### src/rtl/core/sud_pkg.sv
// ----------------------------------------------------------------------------
// sud_pkg
// shared width, mode codes and the per-stage work record of the divider
// ----------------------------------------------------------------------------
package sud_pkg;

   localparam int unsigned WIDTH = 32;

   // operand signedness modes
   localparam logic [1:0] MODE_UU = 2'd0;  // unsigned / unsigned
   localparam logic [1:0] MODE_SS = 2'd1;  // signed / signed
   localparam logic [1:0] MODE_US = 2'd2;  // unsigned dividend, signed divisor
   localparam logic [1:0] MODE_SU = 2'd3;  // signed dividend, unsigned divisor

   // record carried down the division pipe
   typedef struct packed {
      logic             n_neg;   // dividend was negative
      logic             d_neg;   // divisor was negative
      logic             d_zero;  // divisor is zero
      logic [WIDTH-1:0] nq;      // dividend bits shift out, quotient bits shift in
      logic [WIDTH-1:0] rem;     // partial remainder
      logic [WIDTH-1:0] den;     // divisor magnitude
   } work_type;

   function automatic logic [WIDTH-1:0] negate(input logic [WIDTH-1:0] v);
      negate = {WIDTH{1'b0}} - v;
   endfunction

endpackage

### src/rtl/core/sud_fix.sv
// ----------------------------------------------------------------------------
// sud_fix
// exit stage: applies signs and the zero-divisor rule, holds the result beat
// ----------------------------------------------------------------------------
module sud_fix import sud_pkg::*; (
   input  logic             clock,
   input  logic             reset,
   input  logic             in_valid,
   output logic             in_ready,
   input  work_type         in_data,
   output logic             out_valid,
   input  logic             out_ready,
   output logic [WIDTH-1:0] quotient,
   output logic [WIDTH-1:0] remainder
);

   logic             valid_ff;
   logic             valid_in;
   logic [WIDTH-1:0] quo_ff;
   logic [WIDTH-1:0] quo_in;
   logic [WIDTH-1:0] rem_ff;
   logic [WIDTH-1:0] rem_in;

   assign in_ready = !valid_ff || out_ready;
   assign valid_in = in_ready ? in_valid : valid_ff;

   always_comb begin
      if (in_data.d_zero) begin
         quo_in = {WIDTH{1'b0}};
         rem_in = {WIDTH{1'b0}};
      end else begin
         quo_in = (in_data.n_neg ^ in_data.d_neg) ? negate(in_data.nq) : in_data.nq;
         rem_in = in_data.n_neg ? negate(in_data.rem) : in_data.rem;
      end
   end

   always_ff @(posedge clock) begin
      if (reset) begin
         valid_ff <= 1'b0;
      end else begin
         valid_ff <= valid_in;
      end
   end

   always_ff @(posedge clock) begin
      if (in_valid && in_ready) begin
         quo_ff <= quo_in;
         rem_ff <= rem_in;
      end
   end

   assign out_valid = valid_ff;
   assign quotient  = quo_ff;
   assign remainder = rem_ff;

endmodule
### config.mk
export PLATFORM = sky130hd
export DESIGN_NAME = sud_fix
export DESIGN_NICKNAME = d
export VERILOG_FILES = /design/src/rtl/core/sud_pkg.sv /design/src/rtl/core/sud_fix.sv
export SDC_FILE = /design/constraint.sdc
export NUM_CORES = 1
export LEC_CHECK = 0
export BUFFER_PORTS_ARGS = -buffer_cell sky130_fd_sc_hd__buf_4
export CORE_ASPECT_RATIO = 1.1
export CORE_UTILIZATION = 40
export CTS_CLUSTER_SIZE = 8
export DETAILED_ROUTE_END_ITERATION = 8
export GPL_TIMING_DRIVEN = 0
export MAX_ROUTING_LAYER = met4
export PLACE_DENSITY = 0.8
export SETUP_SLACK_MARGIN = 0.02
export SYNTH_ARGS = -nofsm -noshare
export SYNTH_HDL_FRONTEND = slang
export SYNTH_SLANG_ARGS = --single-unit
### constraint.sdc
create_clock -name clock -period 3.15 [get_ports clock]
set_input_delay 0.7875 -clock clock [delete_from_list [all_inputs] [get_ports clock]]
set_output_delay 0.7875 -clock clock [all_outputs]
set_load 0.005 [all_outputs]
Word level (Yosys, flattened, before mapping)
Index checks and enable logic that the tools add are counted.
{"block": "word_totals", "register_bits": 65, "output_inout_bits": 66, "wordCells": 11}
{"block": "classes", "addsub": 2, "mux": 2, "n_bitwise": 1, "n_reduce_logical": 3}
{"op": "two-way mux 32 bit", "count": 2}
{"op": "subtractor 1 x 32 -> 32 bit, first input constant", "count": 2}
{"op": "logical AND 1 bit", "count": 1}
{"op": "zero test 1 bit", "count": 1}
{"op": "logical OR 1 bit", "count": 1}
{"op": "XOR 1 bit", "count": 1}

Longest topological paths before layout
Gate-level depths: netlist of run 1.
{"block": "depth", "word_depth": 3, "mapped_depth": 7}

Least setup slack after synthesis of run 1
Ideal clock, no wire load.
{"block": "synth_path", "path_type": "in2reg", "startpoint": "in out_ready", "endpoint": "reg quo_ff[0], in the netlist quotient[0] (enable)", "t_arrival_ps": 2459, "required_ps": 2721, "slack_ps": 262, "path_stages": 2, "path_cell_list": "nand2b_1 -> and2_1"}
{"block": "synth_between", "elab_chain_len": 2}
{"item": "from (decl)", "line": "sud_fix.sv:12", "rtl": "input logic out_ready,"}
{"item": "logical OR 1 bit", "line": "sud_fix.sv:24", "rtl": "assign in_ready = !valid_ff || out_ready;"}
{"item": "logical AND 1 bit", "line": "sud_fix.sv:46", "rtl": "if (in_valid && in_ready) begin"}
{"item": "to (signal assigned)", "line": "sud_fix.sv:47", "rtl": "quo_ff <= quo_in;"}
{"item": "to (decl)", "line": "sud_fix.sv:19", "rtl": "logic [WIDTH-1:0] quo_ff;"}
No other way between the ends.
A chain may end at the register's enable or synchronous reset.

Final worst setup path of run 1
{"block": "layout_path", "startpoint": "in in_data[64] (netlist bit)", "endpoint": "reg quo_ff[26], in the netlist quotient[26], data pin"}
{"block": "layout_between", "elab_chain_len": 2}
{"item": "from (decl)", "line": "sud_fix.sv:10", "rtl": "input work_type in_data,"}
{"item": "subtractor 1 x 32 -> 32 bit", "line": "sud_pkg.sv:26", "rtl": "negate = {WIDTH{1'b0}} - v;"}
{"item": "two-way mux 32 bit", "line": "sud_fix.sv:32", "rtl": "quo_in = (in_data.n_neg ^ in_data.d_neg) ? negate(in_data.nq) : in_data.nq;"}
No other way between the ends.

==> out/qor.yml, run 1 <==
max_slew_margin_pct: 53.72
ys.flop_type: "edfxtp_1"
cp.required_ns: 3.23
cts_tree: "done"
holdPathStages: 2
tns_ns: 0
finClkSkew_ns: 0.008952
synth_edf_count: 64
first_global_vias: 3108
crit_chain: "buf_4, inv_1, ha_1, or3b_2, nor4_4, a41oi_1, xnor2_1, nor2_1"
grt_max_degree: 35
coreArea_sq_um: 8919
cts-hold-fix-buffers: 0
num_vias: 3225
synth_seq_cells: 65
grt_overflow: 0
cts_buffer_depth: 2
dp_slack_ns: 0.1992
synth.avg_cell_area_sq_um: 10.57
cp-start-kind: "input pin"
ir_worst_vdd_uv: 236.4
cts_resized: 0
period_needed_ns: 2.646
cts_buffers: 9
io_pins: 169
die_h_um: 102.7
syn_to_final_growth_pct: 38.03
grt_antenna_before_repair: 0
setup_viol_count_final: 0
drt_wl_total_um: 9316
nets: 600
timing.hold.ws_ns: 0.5301
cts_setup_buffers: 0
worstPathMaxFanout: 8
power_density_nw_per_um2: 460.4
min_period_over_period_pct: 84.01
synthDistinctLibCells: 38
final_max_slew_viol_count: 0
clk_latency_ns: 0.33
drc: 0
max_stage_delay_ns: 0.57
grt_usage_pct: 20.15
worstSetupEndpointType: "flop"
synthArstFlopShare_pct: 0
layout-drive-gt1-share_pct: 32.60
clk_pin_slew_worst_paths_ns: 0.08
port_buffers: 134
antennaDiodeCount: 0
drt_iter0_drc: 134
rr_worst_depth: 3
gp_congestion: 0.8331
synth_fp_nets: 454
layout_setup_ws_ns: 0.5038
finalHoldViolCount: 0
vias_per_cell: 5.252
cp_slowest_cell: "nor4_4"
power_leakage_nw: 2.037
wl_per_cell_um: 15.17
drtAntennaViolNets: 0
hpwl_um: 7161
synth.cell_area_sq_um: 3689
yosys_warnings: 0
arrival_ns: 2.73
initial_core_util_pct: 41.36
rows: 36
tightest_slew_ns: 0.6943
clock-root-buffer: "clkbuf_8"
rsz0062_at_grt: "false"
first_pass_iters: 5
clock-sinks: 65
htreeDepth: 3
max_freq_mhz: 377.9
die_w_um: 93.56
yosysSeqAreaShare_pct: 52.65
grt_pass1_wl_um: 14550
drv_cap: 0
postSynthCellCount: 349
status: "completed"
fp.dieArea_sq_um: 9610
critPathKind: "input pin to flop"
hold_path.class: "flop to flop"
==> final timing paths <==
| check | from | endpoint | slack (ns) |
|---|---|---|---|
| max | in_data[64] | quotient[26] | 0.50 |
| min | out_valid | out_valid | 0.53 |
| max reg2reg | out_valid | remainder[22] | 1.48 |
| min reg2reg | out_valid | out_valid | 0.53 |
==> flip-flops by register name, summed over array words and instances (netlist names) <==
signal	flops
remainder	32
quotient	32
out_valid	1
==> area by class of cell <==
type	count	area (sq um)
Multi-Input combinational cell	253	1630
Sequential cell	65	1942
Buffer	18	68.82
Fill cell	765	3827
Inverter	13	48.80
Tap cell	114	142.6
Timing Repair Buffer	135	1026
Clock inverter	2	60.06
Clock buffer	14	172.7
==> cell usage in the layout, fill, tap and decap left out, drive strengths merged <==
master / count
or3b: 1
and2: 1
a41oi: 4
nand2: 9
bufinv: 2
nor2: 68
or2: 2
nand3: 2
nand4b: 1
nor3: 11
xnor2: 23
o31ai: 12
ha: 2
a31oi: 9
o41ai: 10
dfxtp: 1
xor2: 33
nor3b: 1
or3: 14
buf: 138
nand2b: 2
inv: 13
clkbuf: 29
edfxtp: 64
o21ai: 13
mux2i: 1
nor4: 8
a21oi: 15
nand3b: 1
nor2b: 1
nand4: 2
or4: 7
==> metrics by stage <==
stage / total power, mW / utilization, % / instances / instance area, sq um
2_1_floorplan: 1.286 / - / 349 / 3689
4_1_cts: 2.359 / 57.08 / 614 / 5091
3_3_place_gp: 1.524 / 54.24 / 597 / 4837
6_report: 2.344 / 57.08 / 614 / 5091
5_1_grt: 2.441 / 57.08 / 614 / 5091
3_5_place_dp: 1.538 / 54.48 / 598 / 4858
==> report_power, final <==
part           switching [mW]  internal [mW]  total (mW)
registers              0.0186           1.04        1.06
logic                   0.227          0.231       0.458
clock network           0.316          0.512       0.828
total                   0.561           1.78        2.34
==> Yosys cell counts, types with 2 or more instances <==
library cell  instances  share of area [%]
nor4_2                2               0.68
xnor2_1              23                5.5
buf_1                 2               0.20
o41ai_1               8                1.9
nor3_1               11                1.5
o21ai_0              13                1.8
or2_2                 2               0.34
nand2b_1              2               0.34
nand2_1               9               0.92
edfxtp_1             64                 52
nor4_4                2                1.2
ha_1                  2               0.68
a21oi_1              15                2.0
or3_1                12                2.0
xor2_1               33                7.8
nand4_1               2               0.34
nand3_1               2               0.27
a31oi_1               9                1.5
clkbuf_1             15                1.5
nor4_1                4               0.68
o41ai_2               2               0.88
o31ai_1              12                2.4
a41oi_1               4               0.95
nor2_1               68                6.9
or4_1                 6                1.2
inv_1                13                1.3
==> logic make-up (layout without fill, tap and decap cells) <==
group	after synthesis	count (layout)	synth area share (%)
fa+ha+maj	2	2	0.6783
compound gates	63	63	11.50
mux	1	1	0.2714
xor+xnor	56	56	13.30
buf+inv	31	182	3.189
simple gates	131	131	18.42
flops	65	65	52.65
==> routing by layer <==
| metal | track usage (%) | up-vias | share of wire (%) |
|---|---|---|---|
| met5 | - | - | 0 |
| met4 | 6.982 | 0 | 1.2 |
| met3 | 3.319 | 11 | 7.8 |
| met2 | 35.97 | 157 | 52 |
| met1 | 22.97 | 1494 | 39 |
| li1 | - | 1563 | - |
==> worst max-delay path: cells and delay by family <==
family / cells / cell delay (ns)
xor gates and xnor gates: 1 / 0.17
and+or+nand+nor: 3 / 1.16
buffers and inverters: 2 / 0.20
adders and majority gates: 1 / 0.20
AOI/OAI and AO/OA: 1 / 0.23
(Power assumes the default switching activity.)
==> run 2: changes to the inputs <==
--- a/config.mk
+++ b/config.mk
@@ -12,7 +12,7 @@
 export DETAILED_ROUTE_END_ITERATION = 8
 export GPL_TIMING_DRIVEN = 0
 export MAX_ROUTING_LAYER = met4
-export PLACE_DENSITY = 0.8
+export PLACE_DENSITY = 0.83
 export SETUP_SLACK_MARGIN = 0.02
 export SYNTH_ARGS = -nofsm -noshare
 export SYNTH_HDL_FRONTEND = slang
==> constraint.sdc (replaced) <==
create_clock -name clock -period 2.35 [get_ports clock]
set_input_delay 0.5875 -clock clock [delete_from_list [all_inputs] [get_ports clock]]
set_output_delay 0.5875 -clock clock [all_outputs]
set_load 0.005 [all_outputs]
==> run 2 against run 1 <==
Compared with the run above:
- routed wire length grew 7.5%
- flip-flop and latch count stayed put
- combinational power rose by 34%
- clock-buffer cell count down 5
- first-iteration DRC count grew 0.75%
- hold slack worse by 0.16 ns
- critical path depth stayed put
- critical endpoint is now quotient[31]
- largest cell class unchanged
==> out/qor.yml, run 2 (synthesis gave the netlist of run 1 again) <==
pwr-share-seq_pct: 44.5  # -0.6 points
path_buf_inv: 3  # +1
drv_cap: 0  # unchanged
cts_buffer_depth: 2  # unchanged
cp-start-kind: "input pin"
min_period_over_period_pct: 94.01
min-delay-start: "reset"
clk_pin_slew_worst_paths_ns: 0.08  # about the same
cp_common_cell: "buf_4"
hpwl_um: 7257  # +1.3%
rsz0062_at_grt: "false"
wl_per_cell_um: 16.23  # +6.9%
port_buffers: 134  # unchanged
layout_setup_ws_ns: 0.1407  # -0.3631 ns
hold_path.class: "input pin to flop"
die_h_um: 102.7  # unchanged
grt_usage_pct: 21.26  # +1.1 points
p_sw_uw: 795.3  # +42%
swShare_pct: 24.85  # +0.90 points
nFillCells: 780  # +2.0%
crit_family: "simple AND/OR/NAND/NOR gates"
setup_viol_count_final: 0  # unchanged
drc: 0  # unchanged
drtAntennaViolNets: 0  # unchanged
cts_tree: "done"
period_needed_ns: 2.209
clk_latency_ns: 0.36  # +0.03 ns
clockPowerShare_pct: 36.3  # +1.0 points
status: "completed"
cp.required_ns: 2.45  # -0.78 ns
finalHoldViolCount: 0  # unchanged
max_freq_mhz: 452.6
die_w_um: 93.56  # unchanged
first_global_vias: 3166  # +1.9%
p_comb_share_pct: 19.2  # -0.4 points
layout-drive-gt1-share_pct: 33.80  # +1.2 points
max_slew_margin_pct: 44.72  # -9.0 points
place_area_sq_um: 4838  # -0.41%
clock-root-buffer: "clkbuf_8"
cts_buffers: 9  # unchanged
vias_per_cell: 5.334  # +1.6%
dp_slack_ns: -0.3672  # -0.5665 ns
worstSetupEndpointType: "flop"
coreArea_sq_um: 8919  # unchanged
power_leakage_nw: 2.053  # +0.78%
power_density_nw_per_um2: 623.3  # +35%
worst_r2r_startpoint: "out_valid"
grt_max_degree: 65  # +86%
rows: 36  # unchanged
tightest_slew_ns: 0.8291  # +0.1349 ns
io_pins: 169  # unchanged
grt_pass1_wl_um: 14940  # +2.7%
p_int_mw: 2.405  # +35%
first_pass_iters: 4  # -1
crit_chain: "buf_4, or4_1, buf_2, nor4_4, buf_4, a41oi_1, xnor2_1, nor2_1"
cp_slowest_cell: "or4_1"
cts-hold-fix-buffers: 0  # unchanged
final_common_cell: "buf_4"
num_vias: 3291  # +2.0%
max_stage_delay_ns: 0.50  # -0.07 ns
antennaDiodeCount: 0  # unchanged
gp_congestion: 0.8600  # +3.2%
ir_worst_vdd_uv: 237.2  # +0.35%
grt_overflow: 0  # unchanged
critPathKind: "input pin to flop"
htreeDepth: 3  # unchanged
initial_core_util_pct: 41.36  # unchanged
fp.dieArea_sq_um: 9610  # unchanged
worstPathMaxFanout: 8  # unchanged
grt_antenna_before_repair: 0  # unchanged
drt_wl_total_um: 10010  # +7.5%
final_area_sq_um: 5135  # +0.86%
final_cell_mix: "138 x buf_4, 68 x nor2_1, 64 x edfxtp_1, 33 x xor2_1, 23 x xnor2_1"
final_max_slew_viol_count: 0  # unchanged
nets: 603  # +0.50%
arrival_ns: 2.31  # -0.42 ns
finClkSkew_ns: 0.007995  # -0.0009566 ns
cp-startpoint: "in_data[70]"
drt_iter0_drc: 135  # +0.75%
syn_to_final_growth_pct: 39.21
clock-sinks: 65  # unchanged
==> run 2: metal layers <==
layer	global-route usage (%)	vias up	share of wire (%)
met5	-	-	0
met3	2.581	36	5.4
met4	13.61	0	4.0
li1	-	1571	-
met2	34.39	148	50
met1	25.31	1536	41
==> run 2: path summary, 6_finish.rpt <==
kind	to	slack (ns)	depth (start not counted)
worst min register to register	out_valid	0.54	2
worst max-delay path	quotient[31]	0.14	8
worst min-delay path	out_valid	0.37	2
worst max register to register	quotient[12]	0.81	2
==> run 2: power by group through the flow <==
stage | combinational [mW] | sequential, mW | clock [mW]
floorplan | 0.267 | 1.46 | 0
global placement | 0.592 | 1.45 | 0
detailed placement | 0.608 | 1.45 | 0
CTS | 0.612 | 1.42 | 1.17
global route | 0.676 | 1.43 | 1.21
finish | 0.615 | 1.42 | 1.16
==> run 2: per-stage QoR <==
step / TNS, ns / std cells / hold slack (ns) / total power [mW] / utilization, %
4_1_cts: 0 / 614 / 0.3565 / 3.211 / 57.06
2_1_floorplan: 0 / 349 / 0.5223 / 1.722 / -
3_5_place_dp: -10.35 / 597 / 0.5139 / 2.058 / 54.25
5_1_grt: 0 / 617 / 0.3621 / 3.316 / 57.58
6_report: 0 / 617 / 0.3702 / 3.200 / 57.58
3_3_place_gp: -6.212 / 597 / 0.4995 / 2.038 / 54.25
==> run 2: what timing repair did <==
| item | 4_1_cts | 5_1_grt |
|---|---|---|
| gates resized for setup | 0 | 4 |
| setup endpoints to repair | 2 | 24 |
| buffers inserted | 1 | 3 |
| pin swaps | 1 | 2 |
==> run 2: cell type report <==
class | instances | area, sq um | area share, %
plain buffers | 18 | 68.82 | 1.340
clock buffers | 9 | 123.9 | 2.412
clock inverters | 7 | 118.9 | 2.315
inverters | 13 | 48.80 | 0.9503
multi-input cells | 253 | 1654 | 32.21
flip-flops and latches | 65 | 1942 | 37.82
well taps | 114 | 142.6 | 2.778
repair buffers | 138 | 1036 | 20.18
