==> src/rtl/core/sud_pkg.sv <==
// ----------------------------------------------------------------------------
// sud_pkg
// shared width, mode codes and the per-stage work record of the divider
// ----------------------------------------------------------------------------
package sud_pkg;

   localparam int unsigned WIDTH = 32;

   // operand signedness modes
   localparam logic [1:0] MODE_UU = 2'd0;  // unsigned / unsigned
   localparam logic [1:0] MODE_SS = 2'd1;  // signed / signed
   localparam logic [1:0] MODE_US = 2'd2;  // unsigned dividend, signed divisor
   localparam logic [1:0] MODE_SU = 2'd3;  // signed dividend, unsigned divisor

   // record carried down the division pipe
   typedef struct packed {
      logic             n_neg;   // dividend was negative
      logic             d_neg;   // divisor was negative
      logic             d_zero;  // divisor is zero
      logic [WIDTH-1:0] nq;      // dividend bits shift out, quotient bits shift in
      logic [WIDTH-1:0] rem;     // partial remainder
      logic [WIDTH-1:0] den;     // divisor magnitude
   } work_type;

   function automatic logic [WIDTH-1:0] negate(input logic [WIDTH-1:0] v);
      negate = {WIDTH{1'b0}} - v;
   endfunction

endpackage

==> src/rtl/core/sud_step.sv <==
// ----------------------------------------------------------------------------
// sud_step
// one restoring shift-subtract step, registered
// ----------------------------------------------------------------------------
module sud_step import sud_pkg::*; (
   input  logic     clock,
   input  logic     reset,
   input  logic     in_valid,
   output logic     in_ready,
   input  work_type in_data,
   output logic     out_valid,
   input  logic     out_ready,
   output work_type out_data
);

   logic             valid_ff;
   logic             valid_in;
   work_type         data_ff;
   work_type         data_in;
   logic [WIDTH:0]   trial;
   logic [WIDTH:0]   diff;
   logic             take;

   assign in_ready = !valid_ff || out_ready;
   assign valid_in = in_ready ? in_valid : valid_ff;

   always_comb begin
      // shifted remainder keeps its carry-out as the top bit
      trial       = {in_data.rem, in_data.nq[WIDTH-1]};
      diff        = trial - {1'b0, in_data.den};
      take        = !diff[WIDTH];
      data_in     = in_data;
      data_in.rem = take ? diff[WIDTH-1:0] : trial[WIDTH-1:0];
      data_in.nq  = {in_data.nq[WIDTH-2:0], take};
   end

   always_ff @(posedge clock) begin
      if (reset) begin
         valid_ff <= 1'b0;
      end else begin
         valid_ff <= valid_in;
      end
   end

   always_ff @(posedge clock) begin
      if (in_valid && in_ready) begin
         data_ff <= data_in;
      end
   end

   assign out_valid = valid_ff;
   assign out_data  = data_ff;

endmodule

==> config.mk <==
export PLATFORM = sky130hd
export DESIGN_NAME = sud_step
export DESIGN_NICKNAME = d
export VERILOG_FILES = /design/src/rtl/core/sud_pkg.sv /design/src/rtl/core/sud_step.sv
export SDC_FILE = /design/constraint.sdc
export NUM_CORES = 1
export LEC_CHECK = 0
export BUFFER_PORTS_ARGS = -buffer_cell sky130_fd_sc_hd__buf_4
export CAP_MARGIN = 20
export CORE_ASPECT_RATIO = 1.75
export CORE_UTILIZATION = 35
export CTS_BUF_LIST = sky130_fd_sc_hd__clkbuf_8
export CTS_CLUSTER_SIZE = 10
export DETAILED_ROUTE_END_ITERATION = 7
export PLACE_DENSITY_LB_ADDON = 0.3
export SLEW_MARGIN = 20
export SYNTH_ARGS = -nofsm -noshare
export SYNTH_HDL_FRONTEND = slang
export SYNTH_SLANG_ARGS = --single-unit
==> constraint.sdc <==
create_clock -name clock -period 4.8 [get_ports clock]
set_input_delay 0.96 -clock clock [delete_from_list [all_inputs] [get_ports clock]]
set_output_delay 0.96 -clock clock [all_outputs]
set_load 0.02 [all_outputs]
### Yosys cells after proc, flatten, opt, wreduce, memory -nomap -nowiden

Index checks and enable logic that the tools add are counted.

* reduce and logical (&&, ||, !) cells: 4
* add/subtract/negate cells: 1
* mux-type cells: 1

Operators with widths (number)
* 33-bit by 32-bit subtractor with 33-bit output: 1
* 32-bit 2-to-1 mux: 1
* 1-bit logical NOT: 2
* 1-bit logical AND: 1
* 1-bit logical OR: 1

* output and inout bits: 101
* register bits after elaboration: 100

### Depth between registers and ports, before layout

Gate-level depths: netlist of run 1.

* word-level depth: 3
* depth in mapped cells: 13
* gate-level depth less buffers: 12

### Worst setup path before layout of run 1

Ideal clock, no wire load.

* path type: input-to-reg
* start point: in out_ready
* end point: reg data_ff, in the netlist out_data[0] (enable)
* library setup time: 0.469 ns
* data required time: 4.331 ns
* stages on the path: 2
* arrival: 3.552 ns
* path slack: 0.780 ns
* cells stage by stage: nand2b_1 and2_1

* longest elaborated chain between the ends: 2

Ends and longest elaborated chain
* from (decl): line sud_step.sv:12 `input logic out_ready,`
* 1-bit logical OR: line sud_step.sv:24 `assign in_ready = !valid_ff || out_ready;`
* 1-bit logical AND: line sud_step.sv:46 `if (in_valid && in_ready) begin`
* to (signal assigned): line sud_step.sv:47 `data_ff <= data_in;`
* to (decl): line sud_step.sv:18 `work_type data_ff;`

No other way between the ends.
A chain may end at the register's enable or synchronous reset.

==> flow_metrics.env, run 1 <==
export IMPL_detail_route_wl_per_cell_um=17.9
export IMPL_clkPwrFrac=0.240
export IMPL_whs_path_cells=2
export IMPL_synth_seq_area_share=0.549
export IMPL_layout_nets=800
export IMPL_number_of_instances_resized_during_post_cts_repair=0
export IMPL_floorplan_core_area_um2=15300
export IMPL_setup_repair_after_global_routing_missed_its_margin="no"
export IMPL_ys_async_rst_share=0
export IMPL_hold_class="reg2reg"
export IMPL_fin_util=0.480
export IMPL_pwr_share_comb=0.295
export IMPL_yosys_warnings=0
export IMPL_vias_per_cell=5.06
export IMPL_worst_slew_margin_rel=0.436
export IMPL_placement_cell_area_um2=7150
export IMPL_dominantRegCellSynth="sky130_fd_sc_hd__edfxtp_1"
export IMPL_timing_final_setup_violations=0
export IMPL_grt_use_met3=0.0322
export IMPL_tightestPinTransition_ns=0.838
export IMPL_clock_sink_count=100
export IMPL_dpl_hpwl_um=12100
export IMPL_postLayoutCellArea_um2=7350
export IMPL_tritoncts="yes"
export IMPL_clockRootBuffer="sky130_fd_sc_hd__clkbuf_8"
export IMPL_filler_cell_count=1432
export IMPL_routed_via_count=4328
export IMPL_finalWorstPathRequiredPeriod_ns=3.70
export IMPL_die_w_um=96.4
export IMPL_timing_critical_path_mode_cell="sky130_fd_sc_hd__o211ai_1"
export IMPL_gp_routability_congestion=0.852
export IMPL_synth_cell_type_count=52
export IMPL_htree_levels=3
export IMPL_worst_r2r_path_depth=3
export IMPL_final_min_period_over_clock_period=0.770
export IMPL_finalHoldViolations=0
export IMPL_tns_ns=0
export IMPL_post_synth_edffs=99
export IMPL_post_synth_inst_count=464
export IMPL_die_h_um=167
export IMPL_max_vdd_ir_drop_mv=0.193
export IMPL_cp_data_arrival_time_ns=3.81
export IMPL_status="completed"
export IMPL_cts_buffer_depth=2
export IMPL_synth_ff_latch_count=100
export IMPL_dp_cells=839
export IMPL_syn_avg_cell_area_um2=11.8
export IMPL_drt_iter0_markers=197
export IMPL_total_power_mw=2.31
export IMPL_multiInputGateArea_um2=2230
export IMPL_timing_fmax_mhz=270
export IMPL_track_usage=0.189
export IMPL_start_util=0.356
export IMPL_critical_path_max_fanout=20
export IMPL_switching_share=0.321
export IMPL_clkLatencyLatePin_ns=0.37
export IMPL_synth_cell_area_um2=5450
export IMPL_drive_gt1_frac=0.366
export IMPL_report_final_slew_viol_count=0
export IMPL_cts_hold_buf=0
export IMPL_drv_max_cap_violation_count=0
export IMPL_clkTransAtPathRegs_ns=0.12
export IMPL_globalRouteMet2Util=0.377
export IMPL_die_area_um2=16100
export IMPL_leakagePower_nw=3.31
export IMPL_post_cts_repair_setup_buffers=0
export IMPL_route_final_wire_length_um=15300
export IMPL_grt_first_pass_wirelength_um=22700
export IMPL_first_global_vias=4573
export IMPL_p_seq_frac=0.465
export IMPL_ff_latch_area_um2=2990
export IMPL_detail_route_drc_violations=0
export IMPL_busiest_layer="met2"
export IMPL_crit_path_top_delay_cell="sky130_fd_sc_hd__inv_2"
export IMPL_cpPeakStageDelay_ns=0.54
export IMPL_groute_layer_met1_usage=0.178
export IMPL_rows=60
export IMPL_port_buffers=203
export IMPL_grt_antenna_before_repair=0
export IMPL_globalRoute_totalOverflow=0
export IMPL_endpoint_type_of_the_worst_setup_path="flip-flop"
export IMPL_required_ns=4.91
export IMPL_final_instance_count_without_filler_cells=855
export IMPL_netSwitchingPower_mw=0.743
export IMPL_diodes=0
export IMPL_tritoncts_num_buffers=9
export IMPL_pwr_density_cell_nw_per_um2=315
export IMPL_detail_route_first_pass_iterations=4
export IMPL_startpoint_type_of_the_worst_setup_path="primary input"
export IMPL_io_pin_count=204
export IMPL_grt_start_max_net_pins=65
export IMPL_power_internal_mw=1.57
export IMPL_synth_net_count=600
export IMPL_worstPathCellList="buf_4 -> inv_1 -> ha_1 -> a21oi_4 -> o211ai_1 -> a221o_1 -> a211o_1 -> o211ai_1 -> o211ai_4 -> inv_2 -> mux2_4"
export IMPL_worstSetupPathType="in2reg"
export IMPL_finalClockSkew_ns=0.0201
export IMPL_postRouteAntennaNets=0
export IMPL_area_growth_pct=34.8
## cell usage after synthesis (2+ instances only)
library cell	number	area [um2]
sky130_fd_sc_hd__nand3_1	9	45.0
sky130_fd_sc_hd__buf_6	2	22.5
sky130_fd_sc_hd__o21a_1	5	37.5
sky130_fd_sc_hd__ha_1	32	400
sky130_fd_sc_hd__o2111ai_1	2	17.5
sky130_fd_sc_hd__a41o_1	2	20.0
sky130_fd_sc_hd__and3_1	6	37.5
sky130_fd_sc_hd__o21ai_0	27	135
sky130_fd_sc_hd__nor2b_1	5	31.3
sky130_fd_sc_hd__o21bai_1	5	37.5
sky130_fd_sc_hd__xnor2_1	15	131
sky130_fd_sc_hd__o211ai_1	6	45.0
sky130_fd_sc_hd__nand4_1	5	31.3
sky130_fd_sc_hd__nor3_1	3	15.0
sky130_fd_sc_hd__xor2_1	9	78.8
sky130_fd_sc_hd__a21oi_1	30	150
sky130_fd_sc_hd__a211oi_1	4	30.0
sky130_fd_sc_hd__and2_1	3	18.8
sky130_fd_sc_hd__edfxtp_1	99	2970
sky130_fd_sc_hd__inv_1	39	146
sky130_fd_sc_hd__and4_1	2	17.5
sky130_fd_sc_hd__o41ai_1	2	17.5
sky130_fd_sc_hd__a31oi_1	2	12.5
sky130_fd_sc_hd__nand2b_1	5	31.3
sky130_fd_sc_hd__a21o_1	15	113
sky130_fd_sc_hd__a21boi_0	4	30.0
sky130_fd_sc_hd__nand2_1	47	176
sky130_fd_sc_hd__mux2_4	18	270
sky130_fd_sc_hd__o31ai_1	4	30.0
sky130_fd_sc_hd__nor2_1	23	86.3
sky130_fd_sc_hd__clkbuf_1	13	48.8
## power groups by stage
stage / Sequential (mW) / Combinational, mW / Clock, mW
detailed placement: 1.10 / 0.684 / 0
floorplan: 1.19 / 0.328 / 0
global route: 1.08 / 0.741 / 0.603
global placement: 1.10 / 0.673 / 0
finish: 1.08 / 0.681 / 0.556
CTS: 1.08 / 0.687 / 0.580
## layout by cell type, fill, tap and decap left out, drive strengths merged, types with 18 or more instances in the layout
cell type and instances:
mux2 18, ha 32, nand2 47, a21oi 32, buf 206, o21ai 27, inv 44, edfxtp 99
nor2 23
## kinds of logic after synthesis
kind of cell	count (synthesis)	synth area share
xor+xnor	24	0.0385
flops	100	0.549
simple gates	113	0.0970
mux	19	0.0514
fa+ha+maj	33	0.0771
buf+inv	57	0.0429
compound gates	118	0.144
## through the flow
stage                     worst slack [ns]  hold WS [ns]
after floorplan                      0.780         0.729
after global placement               0.817         0.570
after detailed placement             0.708         0.591
after CTS                             1.10         0.610
after global routing                 0.968         0.654
final                                 1.10         0.595
## critical path: cells and delay by family
kind / cells / cell delay, ns
AO/OA/AOI/OAI: 6 / 1.40
buffers and inverters: 3 / 0.65
adder cells (fa/ha/maj): 1 / 0.41
multiplexers: 1 / 0.35
## final cells by class
type / count / share of cell area
Timing Repair Buffer: 206 / 0.210
Clock buffer: 9 / 0.0169
Inverter: 40 / 0.0204
Multi-Input combinational cell: 307 / 0.303
Sequential cell: 100 / 0.407
Tap cell: 186 / 0.0317
Clock inverter: 7 / 0.0102
## final timing paths
kind	from	to	slack, ns
worst max register to register	out_valid$_SDFFE_PP0N_	out_data[15]$_DFFE_PP_	2.81
worst min-delay path	out_valid$_SDFFE_PP0N_	out_valid$_SDFFE_PP0N_	0.60
worst min register to register	out_valid$_SDFFE_PP0N_	out_valid$_SDFFE_PP0N_	0.60
worst max-delay path	in_data[16]	out_data[48]$_DFFE_PP_	1.10
## per-layer routing
layer / vias to the layer above / part of all wire
met5: - / 0
met4: 0 / 0.034
met3: 31 / 0.059
met2: 158 / 0.58
met1: 2046 / 0.33
li1: 2093 / -
## state kept, by name (all words and copies together) (netlist names)
name,count
out_data,99
out_valid,1
Note: power is estimated with default switching activity, not from simulation.
==> run 2, diff against run 1 <==
clock period = 3.3 ns   (was 4.8 ns; I/O delays follow)
==> run 2 against run 1 <==
Sequential power up 44%. Critical path type unchanged. Wire length up 0.79%. Combinational power up 57%. Flip-flop and latch count unchanged. Via count up 4.6%. Clock skew up 0.0014 ns. Total power up 49%. Clock power up 46%. Die area unchanged.
==> flow_metrics.env, run 2 (same netlist as run 1, synthesis figures left out) <==
export IMPL_status="completed"
export IMPL_startpoint_type_of_the_worst_setup_path="primary input"
export IMPL_max_vdd_ir_drop_mv=0.214
export IMPL_post_cts_repair_setup_buffers=0
export IMPL_die_area_um2=16100
export IMPL_number_of_instances_resized_during_post_cts_repair=0
export IMPL_report_final_slew_viol_count=0
export IMPL_floorplan_core_area_um2=15300
export IMPL_critical_path_max_fanout=11
export IMPL_tritoncts_num_buffers=9
export IMPL_tritoncts="yes"
export IMPL_largest_register_ff_count=99
export IMPL_dpl_hpwl_um=12200
export IMPL_p_seq_frac=0.455
export IMPL_cts_hold_buf=0
export IMPL_drive_gt1_frac=0.394
export IMPL_endpoint_type_of_the_worst_setup_path="flip-flop"
export IMPL_layout_cells_most_common="sky130_fd_sc_hd__buf_4"
export IMPL_worstSetupPathType="in2reg"
export IMPL_finalHoldWorstSlack_ns=0.406
export IMPL_leakagePower_nw=3.48
export IMPL_rows=60
export IMPL_timing_final_setup_violations=0
export IMPL_final_min_period_over_clock_period=0.935
export IMPL_setup_slack_ns=0.215
export IMPL_setup_repair_after_global_routing_missed_its_margin="no"
export IMPL_grt_start_max_net_pins=50
export IMPL_drt_iter0_markers=217
export IMPL_hold_class="in2reg"
export IMPL_vias_per_cell=5.11
export IMPL_clkPwrFrac=0.235
export IMPL_dp_cells=870
export IMPL_grt_first_pass_wirelength_um=22900
export IMPL_tightestPinTransition_ns=0.553
export IMPL_clock_sink_count=100
export IMPL_worst_slew_margin_rel=0.628
export IMPL_cp_data_arrival_time_ns=3.21
export IMPL_detail_route_wl_per_cell_um=17.4
export IMPL_htree_levels=3
export IMPL_total_power_mw=3.44
export IMPL_worst_case_setup_slack_after_placement_ns=-0.151
export IMPL_drv_max_cap_violation_count=0
export IMPL_route_final_wire_length_um=15400
export IMPL_final_instance_count_without_filler_cells=886
export IMPL_filler_cell_count=1401
export IMPL_switching_share=0.319
export IMPL_diodes=0
export IMPL_pwr_density_cell_nw_per_um2=450
export IMPL_fin_util=0.499
export IMPL_pwr_share_comb=0.310
export IMPL_routed_via_count=4528
export IMPL_start_util=0.356
export IMPL_finalWorstPathRequiredPeriod_ns=3.09
export IMPL_grt_antenna_before_repair=0
export IMPL_netSwitchingPower_mw=1.10
export IMPL_required_ns=3.43
export IMPL_gp_routability_congestion=0.967
export IMPL_first_global_vias=4637
export IMPL_postRouteAntennaNets=0
export IMPL_layout_common_cells="sky130_fd_sc_hd__buf_4 (233), sky130_fd_sc_hd__edfxtp_1 (99), sky130_fd_sc_hd__nand2_1 (47)"
export IMPL_finalHoldViolations=0
export IMPL_clkLatencyLatePin_ns=0.39
export IMPL_detail_route_drc_violations=0
export IMPL_cts_buffer_depth=2
export IMPL_globalRoute_totalOverflow=0
export IMPL_die_w_um=96.4
export IMPL_detail_route_first_pass_iterations=5
export IMPL_port_buffers=203
export IMPL_track_usage=0.188
export IMPL_clkTransAtPathRegs_ns=0.12
export IMPL_power_internal_mw=2.34
export IMPL_area_growth_pct=40.1
export IMPL_layout_nets=831
export IMPL_io_pin_count=204
export IMPL_finalClockSkew_ns=0.0215
export IMPL_timing_fmax_mhz=324
export IMPL_die_h_um=167
export IMPL_clockRootBuffer="sky130_fd_sc_hd__clkbuf_8"
==> run 2: cell types whose count changed in the layout (fill, tap and decap cells not counted) <==
cell / previous run / this run
sky130_fd_sc_hd__buf_4: 206 / 233
sky130_fd_sc_hd__clkinv_8: 1 / 2
sky130_fd_sc_hd__inv_8: 3 / 2
sky130_fd_sc_hd__buf_12: 0 / 4
==> run 2: power groups by stage <==
stage                     registers (mW)  logic (mW)  clock network (mW)
after floorplan                     1.73       0.478                   0
after global placement              1.59        1.04                   0
after detailed placement            1.59        1.06                   0
after CTS                           1.57        1.07               0.836
after global routing                1.58        1.15               0.878
final                               1.56        1.07               0.809
==> run 2: worst paths after layout <==
check / slack [ns] / startpoint / cells past startpoint / endpoint
max: 0.21 / in_data[0] / 12 / out_data[42]$_DFFE_PP_
min: 0.41 / reset / 2 / out_valid$_SDFFE_PP0N_
min reg2reg: 0.55 / out_valid$_SDFFE_PP0N_ / 2 / out_valid$_SDFFE_PP0N_
max reg2reg: 1.66 / out_valid$_SDFFE_PP0N_ / 3 / out_data[60]$_DFFE_PP_
==> run 2: worst max-delay path, cell delays in order <==
cell,delay (ns)
sky130_fd_sc_hd__buf_4,0.13
sky130_fd_sc_hd__ha_1,0.23
sky130_fd_sc_hd__fa_1,0.41
sky130_fd_sc_hd__nand2b_1,0.19
sky130_fd_sc_hd__a21oi_1,0.23
sky130_fd_sc_hd__o211ai_1,0.16
sky130_fd_sc_hd__a21oi_1,0.24
sky130_fd_sc_hd__o21a_1,0.24
sky130_fd_sc_hd__o211ai_4,0.10
sky130_fd_sc_hd__inv_2,0.13
sky130_fd_sc_hd__buf_12,0.17
sky130_fd_sc_hd__mux2_4,0.31
==> run 2: area by class of cell <==
type | count | area, um2 | area share
Inverter | 40 | 150 | 0.0197
Multi-Input combinational cell | 307 | 2230 | 0.292
Clock inverter | 7 | 80.1 | 0.0105
Tap cell | 186 | 233 | 0.0305
Timing Repair Buffer | 237 | 1830 | 0.239
Sequential cell | 100 | 2990 | 0.392
Clock buffer | 9 | 124 | 0.0162
==> run 2: through the flow <==
step	TNS, ns	area [um2]
global placement	-0.942	7430
detailed placement	-2.90	7430
CTS	0	7640
global route	0	7640
finish	0	7640
floorplan	0	5460
==> run 2: layer usage <==
metal	wire, um	track usage	part of all wire
met1	5170	0.175	0.34
met2	8800	0.377	0.57
met3	1090	0.0404	0.071
met4	342	0.0659	0.022
met5	0	0	0
==> run 3, diff against run 2 <==
PLACE_DENSITY = 0.61   (was unset)
PLACE_DENSITY_LB_ADDON = unset   (was 0.3)
==> run 3 against run 2 <==
Flip-flop and latch count stayed put. Die area stayed put. Worst setup slack better by 0.052 ns. Worst hold slack better by 0.012 ns. Non-clock buffer count is 3 higher. Combinational power hardly changed. Core utilization hardly changed. Sequential share of layout area hardly changed. Sequential power hardly changed. Total power is 0.65% lower. Register-to-register slack better by 0.08 ns. Largest power group unchanged.
==> flow_metrics.env, run 3 (same netlist as run 1, synthesis figures left out) <==
export IMPL_status="completed"
export IMPL_critical_path_max_fanout=11
export IMPL_die_h_um=167
export IMPL_finalHoldViolations=0
export IMPL_worst_slew_margin_rel=0.613
export IMPL_first_global_vias=4679
export IMPL_timing_fmax_mhz=330
export IMPL_clkTransAtPathRegs_ns=0.11
export IMPL_timing_critical_path_mode_cell="sky130_fd_sc_hd__a21oi_1"
export IMPL_timing_final_setup_violations=0
export IMPL_drive_gt1_frac=0.397
export IMPL_final_min_period_over_clock_period=0.919
export IMPL_gp_routability_congestion=0.877
export IMPL_hold_class="in2reg"
export IMPL_number_of_instances_resized_during_post_cts_repair=0
export IMPL_leakagePower_nw=3.49
export IMPL_whs_path_cells=2
export IMPL_layout_common_cells="sky130_fd_sc_hd__buf_4 (237), sky130_fd_sc_hd__edfxtp_1 (99), sky130_fd_sc_hd__nand2_1 (47)"
export IMPL_io_pin_count=204
export IMPL_detail_route_wl_per_cell_um=17.3
export IMPL_area_growth_pct=40.1
export IMPL_grt_start_max_net_pins=42
export IMPL_route_final_wire_length_um=15400
export IMPL_fin_util=0.499
export IMPL_setup_slack_ns=0.266
export IMPL_htree_levels=3
export IMPL_worstSetupPathType="in2reg"
export IMPL_finalWorstPathRequiredPeriod_ns=3.03
export IMPL_max_vdd_ir_drop_mv=0.272
export IMPL_report_final_slew_viol_count=0
export IMPL_die_area_um2=16100
export IMPL_layout_cells_most_common="sky130_fd_sc_hd__buf_4"
export IMPL_globalRoute_totalOverflow=0
export IMPL_tns_ns=0
export IMPL_total_power_mw=3.42
export IMPL_drv_max_cap_violation_count=0
export IMPL_die_w_um=96.4
export IMPL_clock_sink_count=100
export IMPL_setup_worst_path_start="in_data[0]"
export IMPL_detail_route_first_pass_iterations=4
export IMPL_worstPathCellList="buf_4 -> ha_1 -> fa_1 -> nand2b_1 -> a21oi_1 -> o211ai_1 -> a21oi_1 -> o21a_1 -> o211ai_4 -> inv_2 -> buf_12 -> mux2_4"
export IMPL_timing_rr_start="out_valid$_SDFFE_PP0N_"
export IMPL_clkLatencyLatePin_ns=0.38
export IMPL_tritoncts="yes"
export IMPL_hp_start="reset"
export IMPL_tritoncts_num_buffers=9
export IMPL_required_ns=3.42
export IMPL_cts_hold_buf=0
export IMPL_largest_register_ff_count=99
export IMPL_port_buffers=203
export IMPL_startpoint_type_of_the_worst_setup_path="primary input"
export IMPL_tightestPinTransition_ns=0.566
export IMPL_start_util=0.356
export IMPL_worst_r2r_path_depth=3
export IMPL_vias_per_cell=5.02
export IMPL_dpl_hpwl_um=12500
export IMPL_cts_buffer_depth=2
export IMPL_grt_first_pass_wirelength_um=22900
export IMPL_post_cts_repair_setup_buffers=0
export IMPL_endpoint_type_of_the_worst_setup_path="flip-flop"
export IMPL_setup_repair_after_global_routing_missed_its_margin="no"
export IMPL_pwr_density_cell_nw_per_um2=447
export IMPL_worst_case_setup_slack_after_placement_ns=-0.125
export IMPL_rows=60
export IMPL_crit_path_top_delay_cell="sky130_fd_sc_hd__fa_1"
export IMPL_filler_cell_count=1439
export IMPL_clockRootBuffer="sky130_fd_sc_hd__clkbuf_8"
export IMPL_layout_nets=834
export IMPL_diodes=0
export IMPL_routed_via_count=4467
export IMPL_postRouteAntennaNets=0
export IMPL_detail_route_drc_violations=0
export IMPL_track_usage=0.189
export IMPL_cpPeakStageDelay_ns=0.41
export IMPL_cp_data_arrival_time_ns=3.16
export IMPL_finalHoldWorstSlack_ns=0.418
export IMPL_finalClockSkew_ns=0.0166
export IMPL_drt_iter0_markers=162
export IMPL_floorplan_core_area_um2=15300
export IMPL_grt_antenna_before_repair=0
run 3: cell count changes in the layout (fill, tap and decap cells not counted), sizes merged:
cell  before  now
buf      237  240
run 3: final timing paths:
check | slack (ns) | end
worst max-delay path | 0.27 | out_data[35]$_DFFE_PP_
worst min-delay path | 0.42 | out_valid$_SDFFE_PP0N_
worst max register to register | 1.74 | out_data[57]$_DFFE_PP_
worst min register to register | 0.54 | out_valid$_SDFFE_PP0N_
run 3: cell type report:
type / count / area, um2 / area share
timing repair buffer: 240 / 1840 / 0.241
sequential: 100 / 2990 / 0.392
multi-input combinational: 307 / 2230 / 0.292
inverter: 40 / 150 / 0.0196
clock inverter: 7 / 75.1 / 0.00982
tap: 186 / 233 / 0.0304
clock buffer: 9 / 124 / 0.0162
run 3: worst max-delay path, delay by kind of cell:
kind	cells	cell delay [ns]
AOI/OAI and AO/OA	5	0.94
adders and majority gates	2	0.64
buffers and inverters	3	0.42
muxes	1	0.30
and+or+nand+nor	1	0.18
run 3: where the power goes:
part	switching [mW]	internal, mW	total (mW)
clock	0.495	0.299	0.795
sequential	0.0307	1.53	1.56
combinational	0.554	0.505	1.06
total	1.08	2.34	3.42
run 3: through the flow:
step,instance area [um2],cells
2_1_floorplan,5460,464
3_3_place_gp,7440,873
3_5_place_dp,7440,873
4_1_cts,7640,889
5_1_grt,7640,889
6_report,7640,889
run 3: layer usage:
| metal | track usage | part of all wire |
|---|---|---|
| met1 | 0.178 | 0.33 |
| met2 | 0.393 | 0.59 |
| met3 | 0.0272 | 0.058 |
| met4 | 0.0537 | 0.017 |
| met5 | 0 | 0 |
